===== config.mk =====
export PLATFORM = sky130hd
export DESIGN_NAME = urc_echo
export DESIGN_NICKNAME = d
export VERILOG_FILES = /design/src/rtl/core/urc_pkg.sv /design/src/rtl/core/urc_echo.sv
export SDC_FILE = /design/constraint.sdc
export NUM_CORES = 1
export LEC_CHECK = 0
export BUFFER_PORTS_ARGS = -buffer_cell sky130_fd_sc_hd__buf_2
export CORE_MARGIN = 5
export CORE_UTILIZATION = 44
export CTS_CLUSTER_DIAMETER = 30
export DETAILED_ROUTE_END_ITERATION = 10
export GPL_ROUTABILITY_DRIVEN = 0
export MAX_ROUTING_LAYER = met4
export PLACE_DENSITY_LB_ADDON = 0.08
export SETUP_SLACK_MARGIN = 0.1
export SYNTH_ARGS = -nofsm -noshare
export SYNTH_HDL_FRONTEND = slang
export SYNTH_SLANG_ARGS = --single-unit

===== constraint.sdc =====
create_clock -name clk -period 38.3 [get_ports clk]
set_input_delay 5.745 -clock clk [delete_from_list [all_inputs] [get_ports clk]]
set_output_delay 5.745 -clock clk [all_outputs]
set_load 0.005 [all_outputs]

===== src/rtl/core/urc_pkg.sv =====
// Shared types and constants for the ultrasonic range controller.
// No dependencies; every other file of the block imports this package.
package urc_pkg;

  localparam int TimeW   = 32;
  localparam int PeriodW = 24;
  localparam int WidthW  = 10;
  localparam int EchoW   = 16;
  localparam int DistW   = 14;
  localparam int CfgIdxW = 8;
  localparam int CfgDatW = 24;

  // Register indexes of the configuration port.
  localparam logic [CfgIdxW-1:0] REG_TRIGGER_PERIOD = 8'd0;
  localparam logic [CfgIdxW-1:0] REG_TRIGGER_WIDTH  = 8'd1;
  localparam logic [CfgIdxW-1:0] REG_MIN_ECHO       = 8'd2;
  localparam logic [CfgIdxW-1:0] REG_MAX_ECHO       = 8'd3;

  localparam logic [PeriodW-1:0] PeriodRst  = 24'd60000;
  localparam logic [WidthW-1:0]  WidthRst   = 10'd20;
  localparam logic [EchoW-1:0]   MinEchoRst = 16'd10;
  localparam logic [EchoW-1:0]   MaxEchoRst = 16'd50000;
  localparam logic [TimeW-1:0]   ReleaseRst = 32'd11;
  localparam logic [DistW-1:0]   DistRst    = 14'd10000;

  // Millimetres = us * 343 / 2000, done as one multiply by a 2^-32 scaled
  // reciprocal. Rounding the factor up keeps the floor exact for all
  // 16-bit high times.
  localparam longint unsigned MmNum   = 343;
  localparam longint unsigned MmDen   = 2000;
  localparam int              MmShift = 32;
  localparam longint unsigned MmScaleL = ((MmNum << MmShift) + MmDen - 1) / MmDen;
  localparam int              MmScaleW = 30;
  localparam logic [MmScaleW-1:0] MmScale = MmScaleL[MmScaleW-1:0];

  typedef struct packed {
    logic [PeriodW-1:0] trigger_period;
    logic [WidthW-1:0]  trigger_width;
    logic [EchoW-1:0]   min_echo;
    logic [EchoW-1:0]   max_echo;
  } cfg_t;

  typedef struct packed {
    logic             echo_seen;
    logic             done;
    logic             glitch;
    logic [DistW-1:0] distance;
  } echo_res_t;

endpackage


===== src/rtl/core/urc_echo.sv =====
// Echo edge stamping, glitch window and millimetre conversion.
// Depends on urc_pkg for the result struct and the scale constant.
module urc_echo import urc_pkg::*; (
  input  logic             clk,
  input  logic             rst_n,
  input  logic             step,
  input  logic             echo_level,
  input  logic [TimeW-1:0] time_now,
  input  cfg_t             cfg,
  output echo_res_t        res
);

  logic             echo_prev_r, echo_prev_nxt;
  logic [TimeW-1:0] rise_r, rise_nxt;
  logic [TimeW-1:0] fall_r, fall_nxt;
  logic [TimeW-1:0] handled_r, handled_nxt;
  logic [DistW-1:0] dist_r, dist_nxt;
  logic [TimeW-1:0] high_time;
  logic [EchoW+MmScaleW-1:0] mm_prod;
  logic             seen, in_window;

  always_comb begin
    rise_nxt = (echo_level && !echo_prev_r) ? time_now : rise_r;
    fall_nxt = (!echo_level && echo_prev_r) ? time_now : fall_r;
    echo_prev_nxt = echo_level;
    seen = (fall_nxt != handled_r);
    high_time = fall_nxt - rise_nxt;
    in_window = (high_time <= {{(TimeW-EchoW){1'b0}}, cfg.max_echo}) &&
                (high_time >= {{(TimeW-EchoW){1'b0}}, cfg.min_echo});
    // Only used when the high time is inside the window, so 16 bits suffice.
    mm_prod = {{MmScaleW{1'b0}}, high_time[EchoW-1:0]} * {{EchoW{1'b0}}, MmScale};
    handled_nxt = seen ? fall_nxt : handled_r;
    dist_nxt = (seen && in_window) ? mm_prod[MmShift +: DistW] : dist_r;
    res.echo_seen = seen;
    res.done = seen && in_window;
    res.glitch = seen && !in_window;
    res.distance = dist_nxt;
  end

  always_ff @(posedge clk) begin
    if (!rst_n) begin
      echo_prev_r <= 1'b0;
      rise_r <= '0;
      fall_r <= '0;
      handled_r <= '0;
      dist_r <= DistRst;
    end else if (step) begin
      echo_prev_r <= echo_prev_nxt;
      rise_r <= rise_nxt;
      fall_r <= fall_nxt;
      handled_r <= handled_nxt;
      dist_r <= dist_nxt;
    end
  end

  a_dist_only_on_done: assert property (@(posedge clk) disable iff (!rst_n)
    (step && !res.done) |=> dist_r == $past(dist_r))
    else $error("distance changed without an accepted echo");

  a_handled_tracks: assert property (@(posedge clk) disable iff (!rst_n)
    step |=> handled_r == fall_r)
    else $error("handled stamp lags the fall stamp");

endmodule


==> results.toml <==
[job]
drv_cap = 0

[synth]
syn_area_per_cell_sq_um = 8.87
synth_area_sq_mm = 0.0160
yosysWarnings = 0
synth_edf_count = 0
syn_inst = 1807
async_flop_share_pct = 0
ys_seq_elements = 111
synth_flop_cell = "dfxtp_1"
synth_nets = 2294
yosysUniqueCellTypes = 82
ys_seq_area_share_pct = 13.9

[grt]
grt_start_max_net_pins = 103
track_usage_pct = 20.9
grt_pass1_wl_um = 66400
grt_overflow = 0
grt_antenna_before_repair = 0
grt_pass1_vias = 12400

[hold_path]
hold_path_class = "flop to flop"

[routing]
wirelength_um = 41000
viasPerCell = 5.24
vias = 12200
drc = 0
drt-initial-drc-count = 514
post_drt_wl_per_cell_um = 17.6
ant_nets = 0
firstDrtPassIters = 4

[setup_path]
critPathKind = "input port to primary output"
critPathLaunch = "echo_level"
cp.required_ns = 32.55
worstRegToRegCells = 37
critPathCaptureType = "primary output"
rr_startpoint = "echo_prev_r$_SDFFE_PN0P_"
max_stage_delay_ns = 0.83
crit_fanout = 38
critPathArrivalTime_ns = 17.67
cp-endpoint = "res[12]"
cpMostUsedCell = "inv_1"
reg2reg_slack_ns = 25.93
reg2reg_to = "dist_r[12]$_SDFFE_PN0P_"
critPathLaunchType = "input port"
critPathSlowestCell = "xor2_1"

[die]
die_y_um = 201
die_w_um = 201
fp-row-count = 70
start_util_pct = 44.2
die_area_sq_mm = 0.0404
coreArea_sq_mm = 0.0363
io_pins = 119

[timing]
finalHoldViolCount = 0
tightest_slew_ns = 1.10
worst_clock_skew_ns = 0.0175
slew_violations = 0
finalSetupViolCount = 0
fmax_mhz = 42.7
min_period_ns = 23.41
finalSetupTns_ns = 0
rsz0062_at_grt = "no"
fin_crit_sh_pct = 61.1
slew_headroom_pct = 26.9

[clock_tree]
clk_pin_slew_ns = 0.08
root_buffer = "clkbuf_16"
clk_path_buf_depth = 2
cts_buffers = 9
clk_latency_ns = 0.37
cts_tree = "built"
post-cts-setup-buffer-count = 0
cts_resized = 0
cts_hold_buffers = 0
htree_levels = 3
cts_sinks = 111

[layout]
diodes = 0
fin_nets = 2341
layout-drive-gt1-share_pct = 8.61
area_growth_pct = 7.25

[placement]
portBuffers = 84
post-dp-hpwl_um = 34200

[outcome]
outcome = "finished clean"
[metrics by stage]
| stage | area (sq um) | setup WS, ns | hold WS [ns] | util [%] | std cells |
|---|---|---|---|---|---|
| 3_5_place_dp | 16900 | 14.75 | 0.450 | 46.7 | 2311 |
| 3_3_place_gp | 16900 | 14.79 | 0.440 | 46.7 | 2311 |
| 6_report | 17200 | 14.89 | 0.459 | 47.4 | 2327 |
| 2_1_floorplan | 16000 | 17.53 | 0.432 | - | 1807 |
| 5_1_grt | 17200 | 13.97 | 0.474 | 47.4 | 2327 |
| 4_1_cts | 17200 | 14.72 | 0.463 | 47.4 | 2327 |
[how the worst min path moves through the flow]
| stage | from | to | slack [ns] | depth (start not counted) |
|---|---|---|---|---|
| global route | dist_r[6]$_SDFFE_PN0P_ | dist_r[6]$_SDFFE_PN0P_ | 0.47 | 2 |
| finish | dist_r[3]$_SDFFE_PN0P_ | dist_r[3]$_SDFFE_PN0P_ | 0.46 | 2 |
| detailed placement | dist_r[7]$_SDFFE_PN0P_ | dist_r[7]$_SDFFE_PN0P_ | 0.45 | 2 |
| floorplan | dist_r[11]$_SDFFE_PN0P_ | dist_r[11]$_SDFFE_PN0P_ | 0.43 | 2 |
| CTS | dist_r[7]$_SDFFE_PN0P_ | dist_r[7]$_SDFFE_PN0P_ | 0.46 | 2 |
| global placement | dist_r[12]$_SDFFE_PN0P_ | dist_r[12]$_SDFFE_PN0P_ | 0.44 | 2 |
[cell families (layout without fill, tap and decap cells)]
logic type	after synthesis	in the layout	synth area share (%)
multiplexers	98	98	6.58
XOR/XNOR	81	81	4.42
adder cells (fa/ha/maj)	386	386	37.6
AND/OR/NAND/NOR	385	385	11.8
AO/OA/AOI/OAI	342	342	16.1
flip-flops	111	111	13.9
buffers and inverters	404	456	9.67
[cell usage after synthesis, drive strengths merged, types with 22 or more instances]
cell / n / share of area (%)
inv: 337 / 7.9
ha: 224 / 17
nand2: 171 / 4.0
fa: 161 / 20
dfxtp: 111 / 14
o211a: 90 / 5.6
a21oi: 83 / 2.6
mux2i: 78 / 4.9
xnor2: 64 / 3.5
nor2: 50 / 1.2
clkbuf: 48 / 1.1
o21ai: 35 / 1.1
a21o: 32 / 1.5
nand3: 26 / 0.81
nor2b: 23 / 0.90
nand4: 22 / 0.86
[per-layer routing]
layer,vias up,track usage [%],part of all wire (%)
met4,0,5.36,2.4
met3,42,2.00,2.1
met1,5835,27.2,47
met5,-,-,0
li1,6166,-,-
met2,160,35.1,48
[layout by cell type (no fill, tap or decap), drive strengths merged, types with 64 or more instances in the layout]
cell type,Yosys,layout
dfxtp,111,111
buf,19,103
mux2i,78,78
a21oi,83,83
ha,224,224
nand2,171,171
o211a,90,90
inv,337,339
xnor2,64,64
fa,161,161
[worst max-delay path: cells and delay by family]
family          cells  cell delay [ns]
fa+ha+maj           9             3.95
compound gates     10             3.46
simple gates        6             1.51
buf+inv            10             1.38
xor+xnor            1             0.83
mux                 2             0.75
[final cells by class]
cell class                      instances  area [sq um]
Fill cell                            3584         19100
Multi-Input combinational cell       1292         12300
Sequential cell                       111          2220
Inverter                              337          1260
Tap cell                              468           586
Timing Repair Buffer                  103           568
Clock buffer                            9           225
Clock inverter                          7          55.1
[sequential cells by signal (all words and copies together), names as in the netlist]
register	cells
rise_r	32
dist_r	14
fall_r	32
handled_r	32
echo_prev_r	1
Power is not shown: default switching activity piles up to over one toggle a cycle in this logic, so the estimate is an artifact.
