**config.mk**
```make
export PLATFORM = sky130hd
export DESIGN_NAME = urc_trigger
export DESIGN_NICKNAME = d
export VERILOG_FILES = /design/src/rtl/core/urc_pkg.sv /design/src/rtl/core/urc_trigger.sv
export SDC_FILE = /design/constraint.sdc
export NUM_CORES = 1
export LEC_CHECK = 0
export ABC_CLOCK_PERIOD_IN_PS = 7050
export BUFFER_PORTS_ARGS = -buffer_cell sky130_fd_sc_hd__buf_2
export CORE_UTILIZATION = 45
export CTS_BUF_LIST = sky130_fd_sc_hd__clkbuf_2
export CTS_CLUSTER_SIZE = 14
export DETAILED_ROUTE_END_ITERATION = 8
export GPL_ROUTABILITY_DRIVEN = 0
export GPL_TIMING_DRIVEN = 0
export PLACE_DENSITY = 0.63
export SYNTH_ARGS = -nofsm -noshare
export SYNTH_HDL_FRONTEND = slang
export SYNTH_SLANG_ARGS = --single-unit
```
**constraint.sdc**
```tcl
create_clock -name clk -period 7.05 [get_ports clk]
set_input_delay 0 -clock clk [delete_from_list [all_inputs] [get_ports clk]]
set_output_delay 0 -clock clk [all_outputs]
set_load 0.05 [all_outputs]
```
**src/rtl/core/urc_pkg.sv**
```systemverilog
// Shared types and constants for the ultrasonic range controller.
// No dependencies; every other file of the block imports this package.
package urc_pkg;

  localparam int TimeW   = 32;
  localparam int PeriodW = 24;
  localparam int WidthW  = 10;
  localparam int EchoW   = 16;
  localparam int DistW   = 14;
  localparam int CfgIdxW = 8;
  localparam int CfgDatW = 24;

  // Register indexes of the configuration port.
  localparam logic [CfgIdxW-1:0] REG_TRIGGER_PERIOD = 8'd0;
  localparam logic [CfgIdxW-1:0] REG_TRIGGER_WIDTH  = 8'd1;
  localparam logic [CfgIdxW-1:0] REG_MIN_ECHO       = 8'd2;
  localparam logic [CfgIdxW-1:0] REG_MAX_ECHO       = 8'd3;

  localparam logic [PeriodW-1:0] PeriodRst  = 24'd60000;
  localparam logic [WidthW-1:0]  WidthRst   = 10'd20;
  localparam logic [EchoW-1:0]   MinEchoRst = 16'd10;
  localparam logic [EchoW-1:0]   MaxEchoRst = 16'd50000;
  localparam logic [TimeW-1:0]   ReleaseRst = 32'd11;
  localparam logic [DistW-1:0]   DistRst    = 14'd10000;

  // Millimetres = us * 343 / 2000, done as one multiply by a 2^-32 scaled
  // reciprocal. Rounding the factor up keeps the floor exact for all
  // 16-bit high times.
  localparam longint unsigned MmNum   = 343;
  localparam longint unsigned MmDen   = 2000;
  localparam int              MmShift = 32;
  localparam longint unsigned MmScaleL = ((MmNum << MmShift) + MmDen - 1) / MmDen;
  localparam int              MmScaleW = 30;
  localparam logic [MmScaleW-1:0] MmScale = MmScaleL[MmScaleW-1:0];

  typedef struct packed {
    logic [PeriodW-1:0] trigger_period;
    logic [WidthW-1:0]  trigger_width;
    logic [EchoW-1:0]   min_echo;
    logic [EchoW-1:0]   max_echo;
  } cfg_t;

  typedef struct packed {
    logic             echo_seen;
    logic             done;
    logic             glitch;
    logic [DistW-1:0] distance;
  } echo_res_t;

endpackage

```
**src/rtl/core/urc_trigger.sv**
```systemverilog
// Free-running microsecond counter and periodic trigger pulse generator
// with wrap-safe deadlines. Depends on urc_pkg.
module urc_trigger import urc_pkg::*; (
  input  logic             clk,
  input  logic             rst_n,
  input  logic             step,
  input  logic             skip,
  input  cfg_t             cfg,
  output logic [TimeW-1:0] time_now,
  output logic             trigger_nxt
);

  logic [TimeW-1:0] time_r, fire_r, fire_nxt, rel_r, rel_nxt;
  logic [TimeW-1:0] fire_diff, rel_diff;
  logic             trig_r, fire_hit, rel_hit;

  assign time_now = time_r;

  always_comb begin
    // A deadline has passed when now - due lies in the lower half, excluding zero.
    fire_diff = time_r - fire_r;
    rel_diff  = time_r - rel_r;
    fire_hit = !skip && (fire_diff != '0) && !fire_diff[TimeW-1];
    rel_hit  = !skip && (rel_diff != '0) && !rel_diff[TimeW-1];
    fire_nxt = fire_hit ? time_r + {{(TimeW-PeriodW){1'b0}}, cfg.trigger_period} : fire_r;
    rel_nxt  = rel_hit ? fire_nxt + {{(TimeW-WidthW){1'b0}}, cfg.trigger_width} : rel_r;
    if (rel_hit) begin
      trigger_nxt = 1'b0;
    end else if (fire_hit) begin
      trigger_nxt = 1'b1;
    end else begin
      trigger_nxt = trig_r;
    end
  end

  always_ff @(posedge clk) begin
    if (!rst_n) begin
      time_r <= '0;
      fire_r <= '0;
      rel_r <= ReleaseRst;
      trig_r <= 1'b0;
    end else if (step) begin
      time_r <= time_r + TimeW'(1);
      fire_r <= fire_nxt;
      rel_r <= rel_nxt;
      trig_r <= trigger_nxt;
    end
  end

  a_time_counts: assert property (@(posedge clk) disable iff (!rst_n)
    step |=> time_r == $past(time_r) + TimeW'(1))
    else $error("time counter did not advance on a tick");

  a_skip_freezes: assert property (@(posedge clk) disable iff (!rst_n)
    (step && skip) |=> (fire_r == $past(fire_r)) && (rel_r == $past(rel_r)))
    else $error("trigger deadlines moved on an echo tick");

endmodule

```
==> impl_results.md, run 1 <==
* Sequential-to-total area share from yosys stat at 17.79%
* Via count of the first global-routing pass at 10450
* Core Box Area at 23610 sq um
* Slew @ Worst Pin at around 0.79 ns
* Average footprint of a synthesized cell at 7.521 sq um
* Largest stage delay on the critical path at 0.41 ns
* Total via count after detailed routing at 11300
* Final number of setup-violating endpoints at 0
* CTS sink cnt at 97
* First-pass GRT wire length at ~56 mm
* Capturing element type of the critical path: register
* Leading cell type in the layout, fill and taps excluded: sky130_fd_sc_hd__nor2_1
* Overflow left after global routing at 0
* NumNets Final at 1729
* Clk pin slew, worst setup/hold paths at 0.31 ns
* Die area at roughly 25000 sq um
* CP required at around 7.6 ns
* Max clock buf depth at 2
* Number of design rule violations left after detail routing at 0
* HPWL Detailed at 28.78 mm
* Total of max-cap violations at 0
* Maximum number of pins on one net before global-route repair at 20
* H-tree depth reported by CTS at 3
* Launching element type of the critical path: register
* Routed wire per std cell at 19.04 um
* Placed insts at 1839
* Peak supply drop at 106.5 uV
* Number of top-level pins at 103
* Final period util at between 90% and 100%
* Hold Path Origin: cfg[43]
* Minimum clock period at 6.845 ns
* Clk Latency, worst-skew pair at 0.62 ns
* Critical path's top delay family: compound AO/OA/AOI/OAI gates
* CP max-delay cell: sky130_fd_sc_hd__dfxtp_4
* Fraction of the core area covered by cells at the end of the flow at 52.29%
* Yosys top cell area share at 17.79%
* Post-Route WL at 35.85 mm
* Hold Crit Depth at 5
* Maximum clock rate at 146.1 MHz
* Cts bufs inserted at 9
* Number of storage elements in the synthesis netlist at 97
* Floorplan die width at 157.7 um
* Area of the mapped netlist at 10910 sq um
* EDFF count, synth at 0
* Critical R2R Launch: time_now[0]
* Dominant cells by area after synthesis: sky130_fd_sc_hd__dfxtp_1 (18%), sky130_fd_sc_hd__ha_1 (11%), sky130_fd_sc_hd__nor2_1 (5.3%)
* IO Port Bufs at 69
* Area leader, netlist: sky130_fd_sc_hd__dfxtp_1
* Vertical die dimension at about 160 um
* Worst Slack Setup Final at 0.2049 ns
* Min Hold Slack at 0.03879 ns
* Area added between synthesis and finish at 13.14%
* FF-to-FF setup slack at 0.20 ns
* Critical path peak fanout at 5
* Final Instance Count excl. Fillers at 1883
* Share of final-layout standard cells stronger than drive strength 1 at 15.74%
* End point of the most critical hold path: fire_r[1]
* Syn. warnings at 0
* WP data arrival at between 7 and 8 ns
* Endpoints failing hold at 0
* Row Count at 56
* Most common flop cell mapped by yosys: sky130_fd_sc_hd__dfxtp_1
* Unique masters post-synth at 105
* First drt pass iteration count at 7
* Pleak at 5.497 nW
* Class of the tightest hold or removal check: input pin to register
* Ys async rst share at 0%
* All-Layer GR Usage at around 29%
* First-iteration detailed-routing DRC count at 916
* Worst setup timing slack at the placement stage at -1.073 ns
* Relative slew slack at 46.76%
* Count of buffer and inverter cells on the critical path at 4
* Mapped Nets at about 1600
* TritonCTS clock tree: built
* Routed Antenna Nets at 0
* Number of slew-limit violations in the final report at 0
* Starting utilization of the core area at 46.22%
* Via-to-Cell Ratio at around 6
* Cells after Synth at 1451
* Sum Neg Setup Slack at 0 ns
* Depth of the most critical reg-to-reg path at 30
* Status: finished, final reports clean
* Commonest non-fill, non-tap cells in the layout: sky130_fd_sc_hd__nor2_1 (154), sky130_fd_sc_hd__nand2_1 (116), sky130_fd_sc_hd__a21oi_1 (105)
* Power density relative to cell area at 104.5 nW/um^2
* CP Class: register to register
* Fin Clk Skew at roughly 0.048 ns
* Root Driver: sky130_fd_sc_hd__clkbuf_2
* Antenna violations before repair at 1
* End of the worst register-to-register path: rel_r[23]
-- area by class of cell --
cell class	instances	area, sq um
timing repair buffer	100	619.3
clock inverter	7	100.1
inverter	99	371.6
fill	2380	11270
buffer	56	272.8
sequential	97	1991
multi-input combinational	1195	8546
tap	319	399.1
clock buffer	9	45.04
antenna	1	2.502
-- worst max-delay path by stage --
stage	start	to	slack, ns	cells after the start
floorplan	time_now[4]	rel_r[23]	0.003	29
global placement	time_now[0]	rel_r[23]	-1.05	28
detailed placement	time_now[0]	rel_r[23]	-1.07	28
CTS	time_now[0]	rel_r[23]	0.002	32
global route	fire_r[6]	rel_r[23]	-0.009	27
finish	time_now[0]	rel_r[23]	0.20	30
-- power breakdown --
group          switching [mW]  internal (mW)
registers             0.00768          0.557
clock network           0.207          0.119
logic                   0.236          0.164
total                   0.451          0.840
-- flip-flops by register name, indices dropped and copies added (netlist names) --
| name | cells |
|---|---|
| trig_r | 1 |
| fire_r | 32 |
| time_now | 32 |
| rel_r | 32 |
-- kinds of logic (layout without fill, tap and decap cells) --
logic type / after synthesis / in the layout / share of synthesized area [%]
AOI/OAI and AO/OA: 428 / 428 / 27.79
xor gates and xnor gates: 100 / 100 / 8.094
adders and majority gates: 101 / 101 / 11.86
buffers and inverters: 159 / 271 / 5.882
DFF: 97 / 97 / 17.79
muxes: 54 / 54 / 5.194
other: 0 / 1 / 0
and+or+nand+nor: 512 / 512 / 23.39
-- stage by stage --
| step | instance area [sq um] | power [mW] |
|---|---|---|
| floorplan | 10920 | 0.8327 |
| global placement | 11660 | 0.9212 |
| detailed placement | 11660 | 0.9255 |
| CTS | 12130 | 1.271 |
| global route | 12350 | 1.347 |
| finish | 12350 | 1.291 |
-- worst min-delay path, cell delays in order --
cell	delay [ns]
sky130_fd_sc_hd__buf_2	0.10
sky130_fd_sc_hd__fa_1	0.18
sky130_fd_sc_hd__mux2_4	0.17
sky130_fd_sc_hd__nor2_1	0.04
sky130_fd_sc_hd__a211oi_1	0.14
-- timing repair --
| item | CTS | global route |
|---|---|---|
| resized for setup | 36 | 51 |
| endpoints found under the hold margin | 17 | 0 |
| pin swaps | 9 | 11 |
| setup endpoints to repair | 22 | 19 |
| buffers inserted | 9 | 7 |
| hold buffers | 15 | 0 |
-- synth_stat cells (all sizes together), types with 21 or more instances --
| cell type | number |
|---|---|
| nor2 | 155 |
| a21oi | 118 |
| nand2 | 117 |
| inv | 99 |
| dfxtp | 97 |
| ha | 97 |
| o21ai | 76 |
| xnor2 | 56 |
| xor2 | 44 |
| mux2i | 42 |
| a21o | 41 |
| clkbuf | 38 |
| nand3 | 37 |
| nand4 | 35 |
| nor3 | 34 |
| a211oi | 32 |
| buf | 22 |
| and3 | 21 |
-- per-layer routing --
layer  up-vias  part of all wire (%)  track usage (%)
met1      5218                    46            40.17
li1       5548                     -                -
met4         0                   4.5            12.62
met2       446                    44            46.74
met3        84                   6.2            2.765
met5         -                     0                0
Note: power is estimated with default switching activity, not from simulation.
==> run 2: changes to the inputs <==
--- a/config.mk
+++ b/config.mk
@@ -7,3 +7,3 @@
 export LEC_CHECK = 0
-export ABC_CLOCK_PERIOD_IN_PS = 7050
+export ABC_CLOCK_PERIOD_IN_PS = 7100
 export BUFFER_PORTS_ARGS = -buffer_cell sky130_fd_sc_hd__buf_2
@@ -15,3 +15,3 @@
 export GPL_TIMING_DRIVEN = 0
-export PLACE_DENSITY = 0.63
+export PLACE_DENSITY = 0.6
 export SYNTH_ARGS = -nofsm -noshare
==> constraint.sdc (replaced) <==
create_clock -name clk -period 7.1 [get_ports clk]
set_input_delay 0 -clock clk [delete_from_list [all_inputs] [get_ports clk]]
set_output_delay 0 -clock clk [all_outputs]
set_load 0.01 [all_outputs]
==> run 2 against run 1 <==
- critical path depth down 1
- sequential share of layout area down 0.087 points
- clock-buffer cell count up 2
- largest cell class unchanged
- highest routed layer unchanged
- global-route usage up 0.96 points
- setup slack better by 0.0073 ns
- maximum frequency down 0.62%
==> impl_results.md, run 2 (same netlist as run 1, synthesis figures left out) <==
* Status: finished, final reports clean
* Share of final-layout standard cells stronger than drive strength 1 at 15.58% (-0.16 points)
* Hold Crit Depth at 5 (unchanged)
* CTS sink cnt at 97 (unchanged)
* Class of the tightest hold or removal check: input pin to register
* Net Sw Frac at 35.03% (+0.12 points)
* Post-Route WL at 37.71 mm (+5.2%)
* Power density relative to cell area at 104.8 nW/um^2 (+0.29%)
* Fillers at 2352 (-1.2%)
* IO Port Bufs at 69 (unchanged)
* Leading cell type in the layout, fill and taps excluded: sky130_fd_sc_hd__nor2_1
* TritonCTS clock tree: built
* Min Hold Slack at 0.09944 ns (+0.06064 ns)
* Root Driver: sky130_fd_sc_hd__clkbuf_2
* Final period util at 97.01% (about the same)
* First-iteration detailed-routing DRC count at 1056 (+15%)
* Reg power frac at 43.2% (-0.6 points)
* Sw power at 0.4551 mW (+1.0%)
* Max clock buf depth at 2 (unchanged)
* Clk pin slew, worst setup/hold paths at 0.29 ns (-0.02 ns)
* Peak supply drop at 69.91 uV (-34%)
* CP required at 7.66 ns (+0.09 ns)
* Critical path peak fanout at 7 (+2)
* Pleak at 5.566 nW (+1.2%)
* All-Layer GR Usage at 30.32% (+0.96 points)
* Cts bufs inserted at 9 (unchanged)
* Number of design rule violations left after detail routing at 0 (unchanged)
* HPWL Detailed at 29.71 mm (+3.2%)
* Starting utilization of the core area at 46.22% (unchanged)
* Maximum clock rate at 145.2 MHz (-0.62%)
* Share of power burned in combinational logic at 31.3% (+0.3 points)
* CP Class: register to register
* NumNets Final at 1739 (+0.58%)
* Die area at 24880 sq um (unchanged)
* Relative slew slack at 47.21% (+0.45 points)
* Launching element type of the critical path: register
* Storage element area at 1987 sq um (-0.19%)
* Power Internal at 0.8441 mW (+0.46%)
* Vertical die dimension at 157.7 um (unchanged)
* Fraction of the core area covered by cells at the end of the flow at 52.47% (+0.19 points)
* Worst setup timing slack at the placement stage at -1.355 ns (-0.2813 ns)
* First drt pass iteration count at 5 (-2)
* Clock group share of total power at 25.5% (+0.2 points)
* Worst Slack Setup Final at 0.2121 ns (+0.007260 ns)
* Routed wire per std cell at 19.92 um (+4.6%)
* Total of max-cap violations at 0 (unchanged)
* Clk Latency, worst-skew pair at 0.65 ns (+0.03 ns)
* Largest stage delay on the critical path at 0.61 ns (+0.20 ns)
* Via count of the first global-routing pass at 10470 (+0.12%)
* Area added between synthesis and finish at 13.54%
* Antenna violations before repair at 1 (unchanged)
* Slew @ Worst Pin at 0.7866 ns (-0.006710 ns)
* Fin Clk Skew at 0.04216 ns (-0.005748 ns)
* Endpoints failing hold at 0 (unchanged)
* Routed Antenna Nets at 0 (unchanged)
* Number of top-level pins at 103 (unchanged)
* Row Count at 56 (unchanged)
* Overflow left after global routing at 0 (unchanged)
* Core Box Area at 23610 sq um (unchanged)
* Number of slew-limit violations in the final report at 0 (unchanged)
* Total via count after detailed routing at 11460 (+1.4%)
* WP data arrival at 7.45 ns (+0.08 ns)
* Capturing element type of the critical path: register
* Total Power at 1.299 mW (+0.65%)
* H-tree depth reported by CTS at 3 (unchanged)
* Minimum clock period at 6.888 ns (+0.04274 ns)
* Multi-input logic area at 8518 sq um (-0.32%)
* Depth of the most critical reg-to-reg path at 29 (-3.3%)
* Floorplan die width at 157.7 um (unchanged)
* Final number of setup-violating endpoints at 0 (unchanged)
* Maximum number of pins on one net before global-route repair at 20 (unchanged)
* First-pass GRT wire length at 57.81 mm (+2.9%)
* CP max-delay cell: sky130_fd_sc_hd__dfxtp_1
* Commonest non-fill, non-tap cells in the layout: sky130_fd_sc_hd__nor2_1 (154), sky130_fd_sc_hd__nand2_1 (116), sky130_fd_sc_hd__a21oi_1 (108)
* Via-to-Cell Ratio at 6.051 (+0.87%)
run 2: per-layer routing:
layer | GRT usage, % | up-vias | wire, um
met5 | 0 | - | 0
li1 | - | 5573 | -
met3 | 2.464 | 64 | 1895
met2 | 48.29 | 417 | 16590
met1 | 42.80 | 5401 | 18090
met4 | 10.03 | 0 | 1133
run 2: worst max-delay path, delay by kind of cell (launching register included):
kind	cells	cell delay [ns]
AO/OA/AOI/OAI	13	2.32
multiplexers	1	0.32
buffers and inverters	4	0.52
adder cells (fa/ha/maj)	2	0.66
AND/OR/NAND/NOR	9	2.40
flip-flops	1	0.61
run 2: path summary, 6_finish.rpt:
kind	startpoint	to	slack, ns
max reg2reg	time_now[24]	rel_r[23]	0.21
max	time_now[24]	rel_r[23]	0.21
min	cfg[43]	fire_r[1]	0.1
min reg2reg	rel_r[16]	rel_r[16]	0.48
run 2: cell type report:
cell class                      count  area share [%]
Buffer                             56           2.262
Tap cell                          319           3.221
Timing Repair Buffer              110           5.635
Clock inverter                      5          0.6362
Inverter                           99           2.999
Multi-Input combinational cell   1195           68.75
Clock buffer                       11          0.4443
Sequential cell                    97           16.04
Antenna cell                        1         0.02020
run 2: power by group through the flow:
stage	clock, mW	sequential, mW	combinational, mW
floorplan	0	0.571	0.251
global placement	0	0.573	0.343
detailed placement	0	0.573	0.346
CTS	0.332	0.562	0.381
global route	0.352	0.562	0.438
finish	0.332	0.561	0.406
run 2: what timing repair did:
item	4_1_cts	5_1_grt
setup buffers	11	12
hold endpoints to repair	24	0
hold buffers	18	0
pin swaps	9	18
gates resized for setup	42	35
setup endpoints to repair	22	8
run 2: per-stage QoR:
stage               cell area [sq um]  TNS (ns)  instances
finish                          12390         0       1893
global route                    12390  -0.03047       1893
CTS                             12180         0       1883
detailed placement              11660    -13.24       1839
global placement                11660    -11.19       1839
floorplan                       10910         0       1451
==> run 3: changes to the inputs <==
==> constraint.sdc (replaced) <==
create_clock -name clk -period 7.1 [get_ports clk]
set_input_delay 0.71 -clock clk [delete_from_list [all_inputs] [get_ports clk]]
set_output_delay 0.71 -clock clk [all_outputs]
set_load 0.01 [all_outputs]
==> run 3 against run 2 <==
- non-clock buffer count down 17
- clock skew up 0.0051 ns
- critical path type unchanged
- final cell count down 0.90%
- critical endpoint unchanged
- largest power group unchanged
- die area unchanged
==> impl_results.md, run 3 (same netlist as run 1, synthesis figures left out) <==
* Status: finished, final reports clean
* Area of all placed cells without fillers at 12220 sq um (-1.4%)
* Fraction of the core area covered by cells at the end of the flow at 51.75% (-0.72 points)
* Largest stage delay on the critical path at 0.48 ns (-0.13 ns)
* Share of final-layout standard cells stronger than drive strength 1 at 15.81% (+0.23 points)
* Final Instance Count excl. Fillers at 1876 (-0.90%)
* Net Sw Frac at 35.02% (about the same)
* Maximum number of pins on one net before global-route repair at 20 (unchanged)
* Routed Antenna Nets at 0 (unchanged)
* Class of the tightest hold or removal check: input pin to register
* Max clock buf depth at 2 (unchanged)
* Via-to-Cell Ratio at 6.082 (+0.51%)
* End point of the most critical hold path: rel_r[0]
* Core Box Area at 23610 sq um (unchanged)
* Final period util at 96.92% (about the same)
* Slew @ Worst Pin at 0.7949 ns (+0.008323 ns)
* Clk Latency, worst-skew pair at 0.65 ns (about the same)
* Share of power burned in combinational logic at 30.5% (-0.8 points)
* Power density relative to cell area at 104.9 nW/um^2 (about the same)
* Antenna violations before repair at 1 (unchanged)
* Critical path peak fanout at 10 (+3)
* CP Class: register to register
* Total of max-cap violations at 0 (unchanged)
* Starting utilization of the core area at 46.22% (unchanged)
* All-Layer GR Usage at 30.07% (-0.25 points)
* Capturing element type of the critical path: register
* Minimum clock period at 6.881 ns (-0.006828 ns)
* First drt pass iteration count at 5 (unchanged)
* Overflow left after global routing at 0 (unchanged)
* Endpoints failing hold at 0 (unchanged)
* CP required at 7.67 ns (about the same)
* Critical R2R Launch: fire_r[15]
* Cts bufs inserted at 9 (unchanged)
* Vertical die dimension at 157.7 um (unchanged)
* Routed wire per std cell at 19.91 um (about the same)
* Maximum clock rate at 145.3 MHz (about the same)
* Hold Crit Depth at 4 (-1)
* First-pass GRT wire length at 57.28 mm (-0.92%)
* CTS sink cnt at 97 (unchanged)
* Post-Route WL at 37.36 mm (-0.94%)
* Worst setup timing slack at the placement stage at -1.355 ns (unchanged)
* Peak supply drop at 68.40 uV (-2.2%)
* WP data arrival at 7.45 ns (about the same)
* Sw power at 0.4490 mW (-1.3%)
* Count of buffer and inverter cells on the critical path at 6 (+2)
* Fin Clk Skew at 0.04722 ns (+0.005056 ns)
* Final number of setup-violating endpoints at 0 (unchanged)
* Reg power frac at 43.7% (+0.5 points)
* Fillers at 2364 (+0.51%)
* Cts hold-fix bufs at 0 (-18)
* Via count of the first global-routing pass at 10340 (-1.2%)
* Die area at 24880 sq um (unchanged)
* Placed insts at 1839 (unchanged)
* Clk pin slew, worst setup/hold paths at 0.27 ns (-0.02 ns)
* Pleak at 5.497 nW (-1.2%)
* Number of top-level pins at 103 (unchanged)
* Leading cell type in the layout, fill and taps excluded: sky130_fd_sc_hd__nor2_1
* Worst Slack Setup Final at 0.2190 ns (+0.006828 ns)
* Area added between synthesis and finish at 11.98%
* Total Power at 1.282 mW (-1.3%)
* End of the worst register-to-register path: rel_r[23]
* Depth of the most critical reg-to-reg path at 31 (+6.9%)
* Critical path's top delay family: compound AO/OA/AOI/OAI gates
* Number of design rule violations left after detail routing at 0 (unchanged)
* Row Count at 56 (unchanged)
* Root Driver: sky130_fd_sc_hd__clkbuf_2
* Post-placement cell area at 11660 sq um (unchanged)
* IO Port Bufs at 69 (unchanged)
* NumNets Final at 1722 (-0.98%)
* H-tree depth reported by CTS at 3 (unchanged)
* Total via count after detailed routing at 11410 (-0.39%)
* First-iteration detailed-routing DRC count at 1060 (+0.38%)
* CP max-delay cell: sky130_fd_sc_hd__or4b_1
* Launching element type of the critical path: register
* Number of slew-limit violations in the final report at 0 (unchanged)
* Floorplan die width at 157.7 um (unchanged)
* Hold Path Origin: cfg[32]
* Clock group share of total power at 25.8% (+0.3 points)
* TritonCTS clock tree: built
* Relative slew slack at 46.65% (-0.56 points)
* HPWL Detailed at 29.71 mm (unchanged)
* Power Internal at 0.8333 mW (-1.3%)
* Commonest non-fill, non-tap cells in the layout: sky130_fd_sc_hd__nor2_1 (154), sky130_fd_sc_hd__nand2_1 (116), sky130_fd_sc_hd__a21oi_1 (108)
* FF-to-FF setup slack at 0.22 ns (about the same)
run 3: changes by cell type in the layout (fill, tap and decap cells not counted), sizes merged:
cell         delta
dlygate4sd3    -18
clkbuf          +1
run 3: metrics by stage:
stage	hold WS, ns	setup TNS, ns
4_1_cts	0.4167	0
3_5_place_dp	0.4460	-13.24
5_1_grt	0.4082	-0.09201
3_3_place_gp	0.4421	-11.19
6_report	0.4426	0
2_1_floorplan	0.4250	0
run 3: cell type report:
class	count	area, sq um	share of cell area (%)
diodes	1	2.502	0.02048
multi-input cells	1195	8524	69.76
clock inverters	5	78.83	0.6450
plain buffers	57	284.0	2.324
inverters	99	371.6	3.041
flip-flops and latches	97	1987	16.26
clock buffers	11	55.05	0.4505
well taps	319	399.1	3.266
repair buffers	92	518.0	4.239
run 3: worst max-delay path by stage:
stage	startpoint	to	slack [ns]	depth (start not counted)
detailed placement	time_now[1]	rel_r[25]	-1.35	29
global placement	time_now[1]	rel_r[25]	-1.26	29
global route	time_now[1]	rel_r[23]	-0.09	30
finish	fire_r[15]	rel_r[23]	0.22	31
floorplan	time_now[0]	rel_r[23]	0.19	30
CTS	time_now[0]	rel_r[23]	0.02	31
run 3: power groups by stage:
stage	clock network, mW	logic, mW	registers, mW
finish	0.330	0.391	0.561
global route	0.352	0.423	0.562
CTS	0.332	0.369	0.562
detailed placement	0	0.346	0.573
global placement	0	0.343	0.573
floorplan	0	0.251	0.571
run 3: worst reg2reg max path: cells and delay by family (launching register included):
kind,cells,cell delay [ns]
DFF,1,0.46
adders and majority gates,2,0.55
and+or+nand+nor,8,2.12
buffers and inverters,6,0.78
AOI/OAI and AO/OA,14,2.59
muxes,1,0.32
run 3: timing repair:
item / 4_1_cts / 5_1_grt
pin swaps: 9 / 18
endpoints found under the hold margin: 0 / 0
gates resized for setup: 42 / 37
setup endpoints to repair: 22 / 8
buffers inserted: 11 / 12
run 3: per-layer routing:
metal	routed length [um]	track usage, %	vias up	share of wire, %
li1	-	-	5544	-
met3	2163	2.190	55	5.8
met1	17660	42.79	5380	47
met5	0	0	-	0
met4	1028	9.709	0	2.8
met2	16500	47.77	431	44
